<file path="src/rtl/smq_ram.sv">
// ----------------------------------------------------------------------------
// smq_ram
// Generic single-port-write, single-port-read RAM with registered read data.
// ----------------------------------------------------------------------------
module smq_ram #(
  parameter int WIDTH = 8,
  parameter int DEPTH = 16
) (
  input  logic                     clk,
  input  logic                     wr_en,
  input  logic [$clog2(DEPTH)-1:0] wr_addr,
  input  logic [WIDTH-1:0]         wr_data,
  input  logic [$clog2(DEPTH)-1:0] rd_addr,
  output logic [WIDTH-1:0]         rd_data
);

  logic [WIDTH-1:0] mem [DEPTH];

  // write port and registered read port
  always_ff @(posedge clk) begin
    if (wr_en) begin
      mem[wr_addr] <= wr_data;
    end
    rd_data <= mem[rd_addr];
  end

endmodule
</file>
<file path="config.mk">
export PLATFORM = sky130hd
export DESIGN_NAME = smq_ram
export DESIGN_NICKNAME = d
export VERILOG_FILES = /design/src/rtl/smq_ram.sv
export SDC_FILE = /design/constraint.sdc
export NUM_CORES = 1
export LEC_CHECK = 0
export BUFFER_PORTS_ARGS = -buffer_cell sky130_fd_sc_hd__buf_4
export CORE_ASPECT_RATIO = 0.8
export CORE_UTILIZATION = 60
export CTS_CLUSTER_SIZE = 30
export DETAILED_ROUTE_END_ITERATION = 10
export HOLD_SLACK_MARGIN = 0.02
export PLACE_DENSITY = 0.84
export REMOVE_ABC_BUFFERS = 1
export SLEW_MARGIN = 20
export SYNTH_ARGS = -nofsm -noshare
export SYNTH_HDL_FRONTEND = slang
export SYNTH_SLANG_ARGS = --single-unit
export TNS_END_PERCENT = 30
</file>
<file path="constraint.sdc">
create_clock -name clk -period 2.1 [get_ports clk]
set_clock_uncertainty 0.1 [all_clocks]
set_input_delay 0 -clock clk [delete_from_list [all_inputs] [get_ports clk]]
set_output_delay 0 -clock clk [all_outputs]
set_load 0.02 [all_outputs]
</file>
# ---- Word level (Yosys, flattened, before mapping)
# Memories as Yosys holds them, arrays and structs flattened. A register that Yosys moved wholly into a read port is not among the register bits.
# Cells that the tools add are included.
dict set report word_totals {
  ff_bits 0
  out_inout_bits 8
  ramBits 128
  n_memories 1
  elab_cells 3
  in_bits 18
}
# memory words width read_ports rd_clocked_by_memory_dff write_ports line_no
set memory_table {}
lappend memory_table {mem 16 8 1 1 1 17} ;# logic [WIDTH-1:0] mem [DEPTH];
dict set report classes {
  n_mux 2
}
# op n
set op_table {}
lappend op_table {{$mux W1} 2}

# ---- Logic depth before layout (Yosys ltp)
dict set report logic_depth {
  word_depth 2
  mapped_depth 5
  ltp_nobuf 3
}

# ---- Worst setup path before layout
# Ideal clock, no wire load.
dict set report synth_timing {
  path_kind {input to register}
  startpoint {input wr_addr[2]}
  endpoint {memory mem[0][0] (enable)}
  setup_time_ns 0.383
  path_stages 2
  required_time_ns 1.617
  slack_ns 0.507
  path_buffers 0
  arrival_time_ns 1.110
  path_cell_list {or3b_2 nor3_1}
}
# element line_no
set synth_rtl {}
lappend synth_rtl {{from (decl)} 11} ;# input logic [$clog2(DEPTH)-1:0] wr_addr,
lappend synth_rtl {{to (decl)} 17}
# No word-level cell before the write port.

# ---- Final worst setup path
dict set report layout_timing {
  startpoint {input wr_addr[2]}
  endpoint {memory mem[4][2] (enable)}
}
# No word-level cell before the write port.

==> reports/qor.yml <==
yosys:
  syn_area_sq_um: 5150
  synth-seq-cells: 136
  synthDistinctLibCells: 19
  synth_edf_count: 128
  yosysWarningCount: 0
  syn_inst: 229
  synthFlopType: "edfxtp_1"
  ys_seq_area_share_pct: 77.8
  synth_area_per_cell_sq_um: 22.5
  async_reset_ff_share_pct: 0
critical_path:
  endpoint_kind: "flip-flop"
  critPathKind: "input port to flip-flop"
  cp-start-kind: "input port"
  r2r_cells: 3
  critical_path_required_ps: 2220
  reg2reg_to: "rd_data[3]$_DFF_P_"
  crit_path_end: "mem[4][2]$_DFFE_PP_"
  reg2reg_slack_ps: 630
  cp-startpoint: "wr_addr[2]"
  worst-path-max-fanout: 8
  cp.arrival_ps: 1700
  r2r_start: "mem[1][3]$_DFFE_PP_"
layout:
  final_common_cell: "edfxtp_1"
  design_area_sq_um: 6250
  insertedDiodeCount: 0
  most-common-layout-cells: "edfxtp_1 (128), buf_4 (43), mux4_2 (18)"
  nNetsFinal: 314
  fillers: 434
  finalNonFillerCells: 417
  area_delta_synth_final_pct: 21.4
  layout-drive-gt1-share_pct: 30.4
timing:
  slew_violations: 0
  setup_viol: 0
  hold_violations: 0
  fin_crit_sh_pct: 75.6
  tns_ps: 0
  hold_ws_ps: 43.5
  fmax_ghz: 0.630
  setup_ws_ps: 513
  rsz0062_at_grt: "no"
  min_period_ps: 1590
  slew_headroom_pct: 52.0
  worst_pin_slew_ps: 717
cts:
  cts_tree: "built"
  cts_sinks: 136
  cts_buffers: 17
  clk_pin_slew_worst_paths_ps: 60
  worstSkewPairLatency_ps: 510
  cts_buffer_depth: 2
  ctsResizeCount: 0
  post_cts_buffers: 0
  cts_root_buffer: "clkbuf_8"
  htreeDepth: 4
global_routing:
  grt_pass1_wl_mm: 15.7
  grt_max_degree: 33
  grt_util_all_layers_pct: 25.7
  grt_pass1_vias: 2769
  grt-ovfl-total: 0
  antenna_found_initial: 0
detailed_routing:
  via_count: 2580
  viasPerCell: 6.19
  ant_nets: 0
  dr.pass1.iters: 4
  drcViolationCount: 0
  route.final.wire_length_mm: 10.3
  drt_iter0_drc: 143
  drt-wirelength-per-cell_um: 24.6
die:
  top_level_ports: 26
  die_h_um: 84.8
  initial_utilization_pct: 63.3
  die_w_um: 106
  die-area_sq_um: 8960
  core_area_sq_um: 8130
  rows: 29
placement:
  gp_congestion: 0.744
  post_dp_cell_area_sq_um: 5540
  portBuffers: 25
  dp_hpwl_mm: 6.15
  place_inst: 371
  dp_slack_ps: 438
pwr:
  p_per_area_nw_per_um2: 990
  ir_worst_vdd_uv: 665
  p_leak_nw: 2.16
flow_run:
  max-cap-violations: 0
status:
  status: "finished clean"
hold_path:
  hp-class: "input port to flip-flop"
[worst min path at each step]
stage | from | endpoint | slack [ps] | cells past startpoint
2_1_floorplan | wr_data[0] | mem[0][0]$_DFFE_PP_ | -1 | 0
3_3_place_gp | wr_data[5] | mem[15][5]$_DFFE_PP_ | 200 | 1
3_5_place_dp | wr_data[2] | mem[7][2]$_DFFE_PP_ | 200 | 1
4_1_cts | wr_addr[3] | mem[1][3]$_DFFE_PP_ | 20 | 4
5_1_grt | wr_en | mem[7][5]$_DFFE_PP_ | 40 | 4
6_report | wr_addr[3] | mem[1][3]$_DFFE_PP_ | 40 | 4
[what timing repair did]
item                                    4_1_cts  5_1_grt
hold buffers                                 14        0
endpoints found under the setup margin        0        0
hold endpoints to repair                    178        0
[flip-flops by register name, indices dropped and copies added, names as in the netlist]
signal   cells
rd_data      8
mem        128
[power by group]
part           switching [W]  internal (W)  leakage [nW]  total [W]
combinational       0.000178      0.000156         0.657   0.000334
sequential         0.0000259       0.00304          1.22    0.00306
clock                0.00110       0.00170         0.279    0.00279
total                0.00130       0.00489          2.16    0.00619
[critical path: stages]
cell	delay, ps
dlygate4sd3_1	530
buf_4	120
nand3b_1	130
nor3_1	160
dlygate4sd3_1	580
buf_4	190
[cell families after synthesis]
logic type      after synthesis  synth area share, %
simple gates                 35                 3.18
mux                          32                 15.0
buf+inv                      10                 1.68
flops                       136                 77.8
compound gates               16                 2.33
[cell type report]
type	count	area [sq um]	area share, %
tap	108	135	2.16
clock inverter	14	153	2.44
timing repair buffer	58	483	7.73
sequential	136	4000	64.1
multi-input combinational	83	1060	16.9
clock buffer	18	418	6.69
[routing by layer]
layer	vias to the layer above	GRT usage (%)	wire length (um)
li1	1107	-	-
met1	1335	33.1	3870
met2	121	43.2	5290
met3	17	6.91	940
met4	0	9.34	149
met5	-	0	0
[cell usage after synthesis, types with 2 or more instances]
library cell       n  area (sq um)
buf_6              3          33.8
nor3_1             4          20.0
buf_2              3          15.0
clkdlybuf4s25_2    3          30.0
edfxtp_1         128          3840
nand2_1            9          33.8
mux4_1            14           368
a22oi_1           16           120
nand3b_1           2          15.0
nor2_1            13          48.8
mux4_2            18           405
nand2b_1           2          12.5
dfxtp_1            8           160
[through the flow]
stage / utilization, % / power [W]
after floorplan: - / 0.00325
after global placement: 68.1 / 0.00341
after detailed placement: 68.1 / 0.00343
after CTS: 76.9 / 0.00623
after global routing: 76.9 / 0.00636
final: 76.9 / 0.00619
No activity file was read; power rests on OpenSTA's default activity.
